<file path="config.mk">
export PLATFORM = sky130hd
export DESIGN_NAME = multi_axis_stepper_step_generator_flat
export DESIGN_NICKNAME = d
export VERILOG_FILES = /design/src/hdl/masg_pkg.sv /design/src/hdl/masg_if.sv /design/src/hdl/multi_axis_stepper_step_generator.sv /design/src/hdl/masg_axis.sv /design/src/flat_wrapper.sv
export VERILOG_INCLUDE_DIRS = /design/src /design/src/hdl
export SDC_FILE = /design/constraint.sdc
export NUM_CORES = 1
export LEC_CHECK = 0
export ABC_CLOCK_PERIOD_IN_PS = 4350
export BUFFER_PORTS_ARGS = -buffer_cell sky130_fd_sc_hd__buf_2
export CELL_PAD_IN_SITES_DETAIL_PLACEMENT = 0
export CELL_PAD_IN_SITES_GLOBAL_PLACEMENT = 2
export CORE_MARGIN = 2
export CORE_UTILIZATION = 37
export DETAILED_ROUTE_END_ITERATION = 8
export MAX_ROUTING_LAYER = met4
export PLACE_DENSITY = 0.89
export SYNTH_ARGS = -nofsm -noshare
export SYNTH_HDL_FRONTEND = slang
export SYNTH_SLANG_ARGS = --single-unit
</file>
<file path="constraint.sdc">
create_clock -name clk -period 4.35 [get_ports clk]
set_input_delay 0.87 -clock clk [delete_from_list [all_inputs] [get_ports clk]]
set_output_delay 0.87 -clock clk [all_outputs]
set_load 0.01 [all_outputs]
</file>
<file path="src/hdl/assert_macros.svh">
// Assertion helpers shared by the RTL.
`ifndef ASSERT_MACROS_SVH
`define ASSERT_MACROS_SVH
`ifndef SYNTH
// Same-cycle implication.
`define ASSERT_IMPL(label, clk, rst_n, ante, cons) \
    label: assert property (@(posedge clk) disable iff (!rst_n) (ante) |-> (cons)) \
        else $error("assertion failed: same-cycle implication");
// Next-cycle implication.
`define ASSERT_NEXT(label, clk, rst_n, ante, cons) \
    label: assert property (@(posedge clk) disable iff (!rst_n) (ante) |=> (cons)) \
        else $error("assertion failed: next-cycle implication");
`else
`define ASSERT_IMPL(label, clk, rst_n, ante, cons)
`define ASSERT_NEXT(label, clk, rst_n, ante, cons)
`endif
`endif

</file>
<file path="src/hdl/masg_pkg.sv">
package masg_pkg;

    typedef enum logic [1:0] {
        CMD_TICK       = 2'd0,
        CMD_SET_TARGET = 2'd1,
        CMD_READ       = 2'd2
    } cmd_t;

    typedef enum logic [1:0] {
        REG_MIN_GAP      = 2'd0,
        REG_CLAMP_MAX    = 2'd1,
        REG_DIR_POLARITY = 2'd2
    } reg_index_t;

    localparam logic [15:0] MIN_GAP_RESET      = 16'd500;
    localparam logic [15:0] CLAMP_MAX_RESET    = 16'd4095;
    localparam logic [7:0]  DIR_POLARITY_RESET = 8'd0;
    localparam logic [15:0] TICK_MAX           = 16'hFFFF;

    typedef struct packed {
        logic tick;
        logic load;
    } axis_ctrl_t;

    typedef struct packed {
        logic step;
        logic dir;
    } axis_stat_t;

endpackage

</file>
<file path="src/hdl/masg_if.sv">
interface masg_cmd_if;
    logic        valid;
    logic        ready;
    logic [1:0]  command;
    logic [3:0]  axis_index;
    logic signed [16:0] target_request;

    modport source (output valid, command, axis_index, target_request, input ready);
    modport sink   (input valid, command, axis_index, target_request, output ready);
endinterface

interface masg_rsp_if;
    logic        valid;
    logic        ready;
    logic [7:0]  step_mask;
    logic [7:0]  dir_levels;
    logic [15:0] read_position;
    logic [15:0] read_target;
    logic        index_valid;

    modport source (output valid, step_mask, dir_levels, read_position, read_target,
                    index_valid, input ready);
    modport sink   (input valid, step_mask, dir_levels, read_position, read_target,
                    index_valid, output ready);
endinterface

</file>
<file path="src/hdl/multi_axis_stepper_step_generator.sv">
// Channel | Dir | Payload                                                  | Transfer
// cmd     | in  | command, axis_index, target_request                      | valid & ready
// rsp     | out | step_mask, dir_levels, read_position, read_target,       | valid & ready
//         |     | index_valid                                              |
// cfg     | in  | cfg_index, cfg_data                                      | cfg_we
//
// One item per clock sustained while rsp takes each result. A transfer on cmd lands in
// the input register; once the result register is free, all axis lanes update together
// and the result register loads, raising rsp.valid. Throughput is set by the single
// update stage shared by all lanes. A stalled rsp holds the result register and, one
// item later, the input register; cmd.ready drops only when both are full.
// rst_n clears all axis state and restores register defaults at once.
`include "assert_macros.svh"

module multi_axis_stepper_step_generator
    import masg_pkg::*;
#(
    parameter int AXIS_COUNT    = 5,
    parameter int POSITION_BITS = 16
)
(
    input  logic        clk,
    input  logic        rst_n,
    masg_cmd_if.sink    cmd,
    masg_rsp_if.source  rsp,
    input  logic        cfg_we,
    input  logic [1:0]  cfg_index,
    input  logic [15:0] cfg_data
);

    // largest position value, seen through the 16-bit clamp bound
    localparam logic [15:0] POS_LIMIT = (POSITION_BITS >= 16) ? 16'hFFFF :
                                        16'((32'd1 << POSITION_BITS) - 32'd1);

    // configuration
    logic [15:0] min_gap_reg;
    logic [15:0] clamp_max_reg;
    logic [7:0]  dir_polarity_reg;

    // input register
    logic               in_valid_reg;
    logic [1:0]         command_reg;
    logic [3:0]         index_reg;
    logic signed [16:0] request_reg;

    // result register
    logic        rsp_valid_reg;
    logic [7:0]  step_mask_reg, step_mask_next;
    logic [7:0]  dir_levels_reg, dir_levels_next;
    logic [15:0] read_position_reg, read_position_next;
    logic [15:0] read_target_reg, read_target_next;
    logic        index_valid_reg, index_valid_next;

    logic advance;
    logic fire;
    logic is_tick;
    logic is_set;
    logic is_read;

    // clamp of the requested target
    logic [15:0]              clamp_bound;
    logic [15:0]              clamp_value;
    logic [POSITION_BITS-1:0] load_value;

    axis_ctrl_t               lane_ctrl [AXIS_COUNT];
    axis_stat_t               lane_stat [AXIS_COUNT];
    logic [POSITION_BITS-1:0] lane_pos  [AXIS_COUNT];
    logic [POSITION_BITS-1:0] lane_tgt  [AXIS_COUNT];

    // ---------------------------------------------------------------- handshake
    // Result register frees when empty or taken; input register moves on then.
    assign advance   = !rsp_valid_reg || rsp.ready;
    assign fire      = in_valid_reg && advance;
    assign cmd.ready = !in_valid_reg || advance;

    always_ff @(posedge clk or negedge rst_n)
    begin
        if (!rst_n)
        begin
            in_valid_reg  <= 1'b0;
            rsp_valid_reg <= 1'b0;
        end
        else
        begin
            if (cmd.ready)
            begin
                in_valid_reg <= cmd.valid;
            end
            if (advance)
            begin
                rsp_valid_reg <= in_valid_reg;
            end
        end
    end

    always_ff @(posedge clk)
    begin
        if (cmd.ready && cmd.valid)
        begin
            command_reg <= cmd.command;
            index_reg   <= cmd.axis_index;
            request_reg <= cmd.target_request;
        end
        if (fire)
        begin
            step_mask_reg     <= step_mask_next;
            dir_levels_reg    <= dir_levels_next;
            read_position_reg <= read_position_next;
            read_target_reg   <= read_target_next;
            index_valid_reg   <= index_valid_next;
        end
    end

    // ---------------------------------------------------------------- config
    always_ff @(posedge clk or negedge rst_n)
    begin
        if (!rst_n)
        begin
            min_gap_reg      <= MIN_GAP_RESET;
            clamp_max_reg    <= CLAMP_MAX_RESET;
            dir_polarity_reg <= DIR_POLARITY_RESET;
        end
        else if (cfg_we)
        begin
            unique case (reg_index_t'(cfg_index))
                REG_MIN_GAP:      min_gap_reg      <= cfg_data;
                REG_CLAMP_MAX:    clamp_max_reg    <= cfg_data;
                REG_DIR_POLARITY: dir_polarity_reg <= cfg_data[7:0];
                default:          ;
            endcase
        end
    end

    // ---------------------------------------------------------------- decode
    always_comb
    begin
        is_tick = 1'b0;
        is_set  = 1'b0;
        is_read = 1'b0;
        unique case (cmd_t'(command_reg))
            CMD_TICK:       is_tick = 1'b1;
            CMD_SET_TARGET: is_set  = 1'b1;
            CMD_READ:       is_read = 1'b1;
            default:        ;   // reserved code: no state change
        endcase
    end

    assign index_valid_next = index_reg < 4'(AXIS_COUNT);

    // negative requests go to zero, large ones to the tighter of the two bounds
    assign clamp_bound = (clamp_max_reg > POS_LIMIT) ? POS_LIMIT : clamp_max_reg;
    assign clamp_value = request_reg[16] ? 16'd0 :
                         ((request_reg[15:0] > clamp_bound) ? clamp_bound : request_reg[15:0]);
    assign load_value  = POSITION_BITS'(clamp_value);

    // ---------------------------------------------------------------- lanes
    for (genvar i = 0; i < AXIS_COUNT; i++)
    begin : g_axis
        assign lane_ctrl[i].tick = fire && is_tick;
        assign lane_ctrl[i].load = fire && is_set && (index_reg == 4'(i));

        masg_axis #(
            .POSITION_BITS (POSITION_BITS)
        ) u_axis (
            .clk        (clk),
            .rst_n      (rst_n),
            .ctrl       (lane_ctrl[i]),
            .min_gap    (min_gap_reg),
            .polarity   (dir_polarity_reg[i]),
            .load_value (load_value),
            .stat       (lane_stat[i]),
            .position   (lane_pos[i]),
            .target     (lane_tgt[i])
        );
    end

    // result gather; unused mask and level bits stay low
    always_comb
    begin
        step_mask_next     = '0;
        dir_levels_next    = '0;
        read_position_next = '0;
        read_target_next   = '0;
        for (int i = 0; i < AXIS_COUNT; i++)
        begin
            step_mask_next[i]  = lane_stat[i].step;
            dir_levels_next[i] = lane_stat[i].dir;
            if (is_read && (index_reg == 4'(i)))
            begin
                read_position_next = 16'(lane_pos[i]);
                read_target_next   = 16'(lane_tgt[i]);
            end
        end
    end

    assign rsp.valid         = rsp_valid_reg;
    assign rsp.step_mask     = step_mask_reg;
    assign rsp.dir_levels    = dir_levels_reg;
    assign rsp.read_position = read_position_reg;
    assign rsp.read_target   = read_target_reg;
    assign rsp.index_valid   = index_valid_reg;

    // ---------------------------------------------------------------- checks
    `ASSERT_IMPL(a_no_overwrite, clk, rst_n, in_valid_reg && !advance, !cmd.ready)
    `ASSERT_NEXT(a_step_on_tick_only, clk, rst_n, fire && !is_tick, rsp.step_mask == 8'd0)
    `ASSERT_NEXT(a_read_zero, clk, rst_n, fire && !is_read,
                 rsp.read_position == 16'd0 && rsp.read_target == 16'd0)

endmodule

</file>
<file path="src/hdl/masg_axis.sv">
module masg_axis
    import masg_pkg::*;
#(
    parameter int POSITION_BITS = 16
)
(
    input  logic                     clk,
    input  logic                     rst_n,
    input  axis_ctrl_t               ctrl,
    input  logic [15:0]              min_gap,
    input  logic                     polarity,
    input  logic [POSITION_BITS-1:0] load_value,
    output axis_stat_t               stat,
    output logic [POSITION_BITS-1:0] position,
    output logic [POSITION_BITS-1:0] target
);

    logic [POSITION_BITS-1:0] position_reg, position_next;
    logic [POSITION_BITS-1:0] target_reg, target_next;
    logic [15:0]              ticks_reg, ticks_next;
    logic                     dir_reg, dir_next;
    logic [15:0]              ticks_inc;
    logic                     move;
    logic                     upward;

    // saturating elapsed count, as seen after this tick
    assign ticks_inc = (ticks_reg != TICK_MAX) ? ticks_reg + 16'd1 : ticks_reg;
    assign upward    = target_reg > position_reg;
    assign move      = ctrl.tick && (target_reg != position_reg) && (ticks_inc >= min_gap);

    always_comb
    begin
        position_next = position_reg;
        target_next   = target_reg;
        ticks_next    = ticks_reg;
        dir_next      = dir_reg;
        if (ctrl.tick)
        begin
            ticks_next = ticks_inc;
        end
        if (move)
        begin
            if (upward)
            begin
                position_next = position_reg + POSITION_BITS'(1);
                dir_next      = polarity;
            end
            else
            begin
                position_next = position_reg - POSITION_BITS'(1);
                dir_next      = ~polarity;
            end
            ticks_next = '0;
        end
        if (ctrl.load)
        begin
            target_next = load_value;
        end
    end

    always_ff @(posedge clk or negedge rst_n)
    begin
        if (!rst_n)
        begin
            position_reg <= '0;
            target_reg   <= '0;
            ticks_reg    <= TICK_MAX;
            dir_reg      <= 1'b0;
        end
        else
        begin
            position_reg <= position_next;
            target_reg   <= target_next;
            ticks_reg    <= ticks_next;
            dir_reg      <= dir_next;
        end
    end

    assign stat.step = move;
    assign stat.dir  = dir_next;
    assign position  = position_reg;
    assign target    = target_reg;

endmodule

</file>
<file path="src/flat_wrapper.sv">
// flat-port wrapper written by rule: the top's interface ports become plain ports
module multi_axis_stepper_step_generator_flat import masg_pkg::*;
#(
    parameter int AXIS_COUNT    = 5,
    parameter int POSITION_BITS = 16
)
  (clk, rst_n, cfg_we, cfg_index, cfg_data, cmd_valid, cmd_command, cmd_axis_index, cmd_target_request, cmd_ready, rsp_valid, rsp_step_mask, rsp_dir_levels, rsp_read_position, rsp_read_target, rsp_index_valid, rsp_ready);
  masg_cmd_if cmd_i ();
  masg_rsp_if rsp_i ();
  input  logic clk;
  input  logic rst_n;
  input  logic cfg_we;
  input  logic [1:0] cfg_index;
  input  logic [15:0] cfg_data;
  input wire logic [$bits(cmd_i.valid)-1:0] cmd_valid;
  input wire logic [$bits(cmd_i.command)-1:0] cmd_command;
  input wire logic [$bits(cmd_i.axis_index)-1:0] cmd_axis_index;
  input wire logic [$bits(cmd_i.target_request)-1:0] cmd_target_request;
  output wire logic [$bits(cmd_i.ready)-1:0] cmd_ready;
  output wire logic [$bits(rsp_i.valid)-1:0] rsp_valid;
  output wire logic [$bits(rsp_i.step_mask)-1:0] rsp_step_mask;
  output wire logic [$bits(rsp_i.dir_levels)-1:0] rsp_dir_levels;
  output wire logic [$bits(rsp_i.read_position)-1:0] rsp_read_position;
  output wire logic [$bits(rsp_i.read_target)-1:0] rsp_read_target;
  output wire logic [$bits(rsp_i.index_valid)-1:0] rsp_index_valid;
  input wire logic [$bits(rsp_i.ready)-1:0] rsp_ready;
  assign cmd_i.valid = cmd_valid;
  assign cmd_i.command = cmd_command;
  assign cmd_i.axis_index = cmd_axis_index;
  assign cmd_i.target_request = cmd_target_request;
  assign cmd_ready = cmd_i.ready;
  assign rsp_valid = rsp_i.valid;
  assign rsp_step_mask = rsp_i.step_mask;
  assign rsp_dir_levels = rsp_i.dir_levels;
  assign rsp_read_position = rsp_i.read_position;
  assign rsp_read_target = rsp_i.read_target;
  assign rsp_index_valid = rsp_i.index_valid;
  assign rsp_i.ready = rsp_ready;
  multi_axis_stepper_step_generator #(.AXIS_COUNT(AXIS_COUNT), .POSITION_BITS(POSITION_BITS)) u_core (.clk(clk), .rst_n(rst_n), .cmd(cmd_i), .rsp(rsp_i), .cfg_we(cfg_we), .cfg_index(cfg_index), .cfg_data(cfg_data));
endmodule
</file>
==> run metrics <==
ys async rst share 81.1%; Starting Density 37.5%; gr ovfl total 0; drc violations 0; CP delay by family, top simple AND/OR/NAND/NOR gates; worst reg2reg path depth 15; power per standard cell area 525 nW/um^2; reg-to-reg slack, setup 0.23 ns; EDFF count, synth 66; unrepaired setup endpoints after global routing no; Final Skew 0.0345 ns; WL final 70.4 mm; area grow syn2layout 13.7%; worst path bufs/invs 1; total power 0.0141 W; largest net degree at the start of global routing 101; min-delay worst type input port to async pin; 1st-pass router iterations 5; Yosys reg bits 350; post-route setup TNS 0 ns; crit end category flop; htree depth 2; Setup Crit Path Kind flop to flop; gp weighted congestion 0.877; 1st-iter DRT viols 1300; worst slew pin tran 1.31 ns; first-pass GRT wire length 110 mm; Max Cap Viol 0; CTS clk-pin slew, worst paths 0.06 ns; # IOs 97; Peak VDD IR 0.262 mV; Die X 257 um; sequential standard cell area 9210 sq um; area of the die 65900 sq um; drt wl/cell 20.2 um; share of cells above drive strength 1 16.6%; Arrival @ worst endpoint 4.59 ns; total number of vias 19000; worst skew pair latency 0.59 ns; final cell count without fillers 3481; Worst slew margin 12.4%; clock tree from TritonCTS done; slowest CP cell dfstp_2; area of the core 63100 sq um; worst-case clock buffer depth 3; Hold-fix buffers, CTS 0; max-slew violations 0; Startpoint Class flop; footprint of the multi-input gates 13500 sq um; initial antenna violation count 3; DP HPWL 53.1 mm; antenna violation net count after detailed routing 0; worst path cell trace nand3_1, nor2_1, nand4_1, or3_4, nand2b_1, nor2_1, xor2_1, ha_1, nor2b_1, a2111oi_0, o21ai_0, a21oi_1, nor3b_4, buf_12, mux2_2; Distinct cells, synth 78; nets 2909; Avg Inst Size Synth 9.48 sq um; Filler Cells Inserted 6229; sequential fraction of the synthesis area 39.0%; Reg2Reg Launch Point u_core.g_axis[4].u_axis.ticks_reg[3]; TritonCTS sink count 350; number of global-route vias before repair 18800; crit-path max FO 27; period utilization 94.8%; Synth Flop Type dfrtp_1; commonest non-fill, non-tap cell in the layout nand2_1; GRT Overall Usage 22.1%; Row Count 92; number of I/O port buffers 90; Via density 5.47; Inserted Clock Buffers 43; CP max stage delay 0.59 ns; fmax 243 MHz; CP Data Required Time 4.82 ns; min Tclk post-route 4.12 ns; Fin. Hold Viols 0; die height 257 um; CTS root buf clkbuf_16; commonest non-fill, non-tap cells in the layout nand2_1 (326), ha_1 (258), o21ai_0 (186), dfrtp_1 (186), inv_1 (160); Pleak 11.9 nW; Ys Warns 0; Synth Instances 2494; worst r2r dst u_core.g_axis[4].u_axis.position[8]; most used cell, CP nor2_1; endpoints failing setup 0; Critical Path Stages 15; outcome completed; synthesized cell area 23600 sq um; dpl cells 3396
==> worst reg2reg max path, delay by kind of cell (launching register included) <==
kind | cells | cell delay (ns)
AO/OA/AOI/OAI | 3 | 0.84
XOR/XNOR | 1 | 0.22
adder cells (fa/ha/maj) | 1 | 0.29
buffers and inverters | 1 | 0.17
flip-flops | 1 | 0.59
multiplexers | 1 | 0.29
AND/OR/NAND/NOR | 8 | 1.61
==> stage by stage <==
step / utilization (%) / instance area [sq um] / worst slack [ns] / hold WS, ns
2_1_floorplan: - / 23700 / 0.156 / 0.448
3_3_place_gp: 40.1 / 25300 / 0.218 / 0.464
3_5_place_dp: 40.1 / 25300 / 0.0682 / 0.470
4_1_cts: 42.4 / 26800 / 0.0509 / 0.383
5_1_grt: 42.6 / 26900 / 0.000372 / 0.394
6_report: 42.6 / 26900 / 0.228 / 0.340
==> metal layers <==
| layer | wire length, um | global-route usage, % | vias up |
|---|---|---|---|
| li1 | - | - | 9189 |
| met1 | 32300 | 29.7 | 9309 |
| met2 | 32100 | 34.0 | 427 |
| met3 | 3580 | 3.36 | 118 |
| met4 | 2410 | 7.22 | 0 |
| met5 | 0 | - | - |
==> where the power goes <==
group          switching [W]  internal, W  total (W)  leakage [nW]
registers           0.000667      0.00403    0.00469          3.97
clock network        0.00149      0.00227    0.00376         0.715
logic                0.00324      0.00241    0.00565          7.17
==> Yosys cell counts, types with 8 or more instances <==
cell / instances / share of area (%)
a31oi_1: 10 / 0.26
a21oi_1: 152 / 3.2
xnor2_1: 95 / 3.5
ha_1: 258 / 14
mux2_2: 34 / 1.6
o21a_1: 14 / 0.44
nor2_1: 117 / 1.9
and4_1: 9 / 0.33
nand4_1: 46 / 1.2
o21ai_0: 190 / 4.0
dfstp_2: 98 / 11
buf_2: 8 / 0.17
a211oi_1: 16 / 0.51
o31ai_1: 54 / 1.7
nor2b_1: 20 / 0.53
xor2_1: 52 / 1.9
a21o_1: 57 / 1.8
mux2i_2: 9 / 0.52
nand2b_1: 24 / 0.64
edfxtp_1: 66 / 8.4
and3_1: 19 / 0.50
o21ai_1: 8 / 0.17
nand3b_1: 10 / 0.32
nor3_1: 32 / 0.68
dfrtp_1: 186 / 20
mux2i_1: 54 / 2.3
nand3_1: 67 / 1.4
o31ai_2: 38 / 2.0
and2_1: 8 / 0.21
a221o_1: 39 / 1.7
or3_1: 12 / 0.32
clkbuf_1: 84 / 1.3
inv_1: 161 / 2.6
nand2_1: 326 / 5.2
o21bai_1: 13 / 0.41
==> worst max path at each step <==
stage | start | endpoint | slack (ns)
6_report | u_core.g_axis[4].u_axis.ticks_reg[3] | u_core.g_axis[4].u_axis.position[8] | 0.23
5_1_grt | u_core.g_axis[4].u_axis.ticks_reg[3] | u_core.g_axis[4].u_axis.position[8] | 0.0004
4_1_cts | u_core.g_axis[0].u_axis.ticks_reg[3] | u_core.g_axis[0].u_axis.ticks_reg[12] | 0.05
3_5_place_dp | u_core.g_axis[0].u_axis.ticks_reg[3] | u_core.g_axis[0].u_axis.ticks_reg[12] | 0.07
3_3_place_gp | u_core.g_axis[0].u_axis.ticks_reg[3] | u_core.g_axis[0].u_axis.ticks_reg[12] | 0.22
2_1_floorplan | u_core.g_axis[3].u_axis.position[1] | u_core.g_axis[3].u_axis.position[15] | 0.16
==> layout make-up <==
class                      count  share of cell area (%)
tap                          846                    3.94
sequential                   350                    34.3
antenna                        2                  0.0186
multi-input combinational   1882                    50.2
timing repair buffer         161                    3.92
clock buffer                  60                    4.43
inverter                     162                    2.26
clock inverter                18                   0.973
==> logic make-up after synthesis <==
logic type | count (synthesis) | share of synthesized area (%)
AOI/OAI and AO/OA | 646 | 18.3
xor gates and xnor gates | 147 | 5.45
adders and majority gates | 263 | 14.1
buffers and inverters | 267 | 4.41
DFF | 350 | 39.0
muxes | 97 | 4.43
other | 1 | 0.0159
and+or+nand+nor | 723 | 14.3
==> timing repair <==
action / in CTS / in global routing
setup buffers: 0 / 5
endpoints found under the setup margin: 0 / 82
gates resized for setup: 0 / 22
Power figures use the tool's default switching activity.
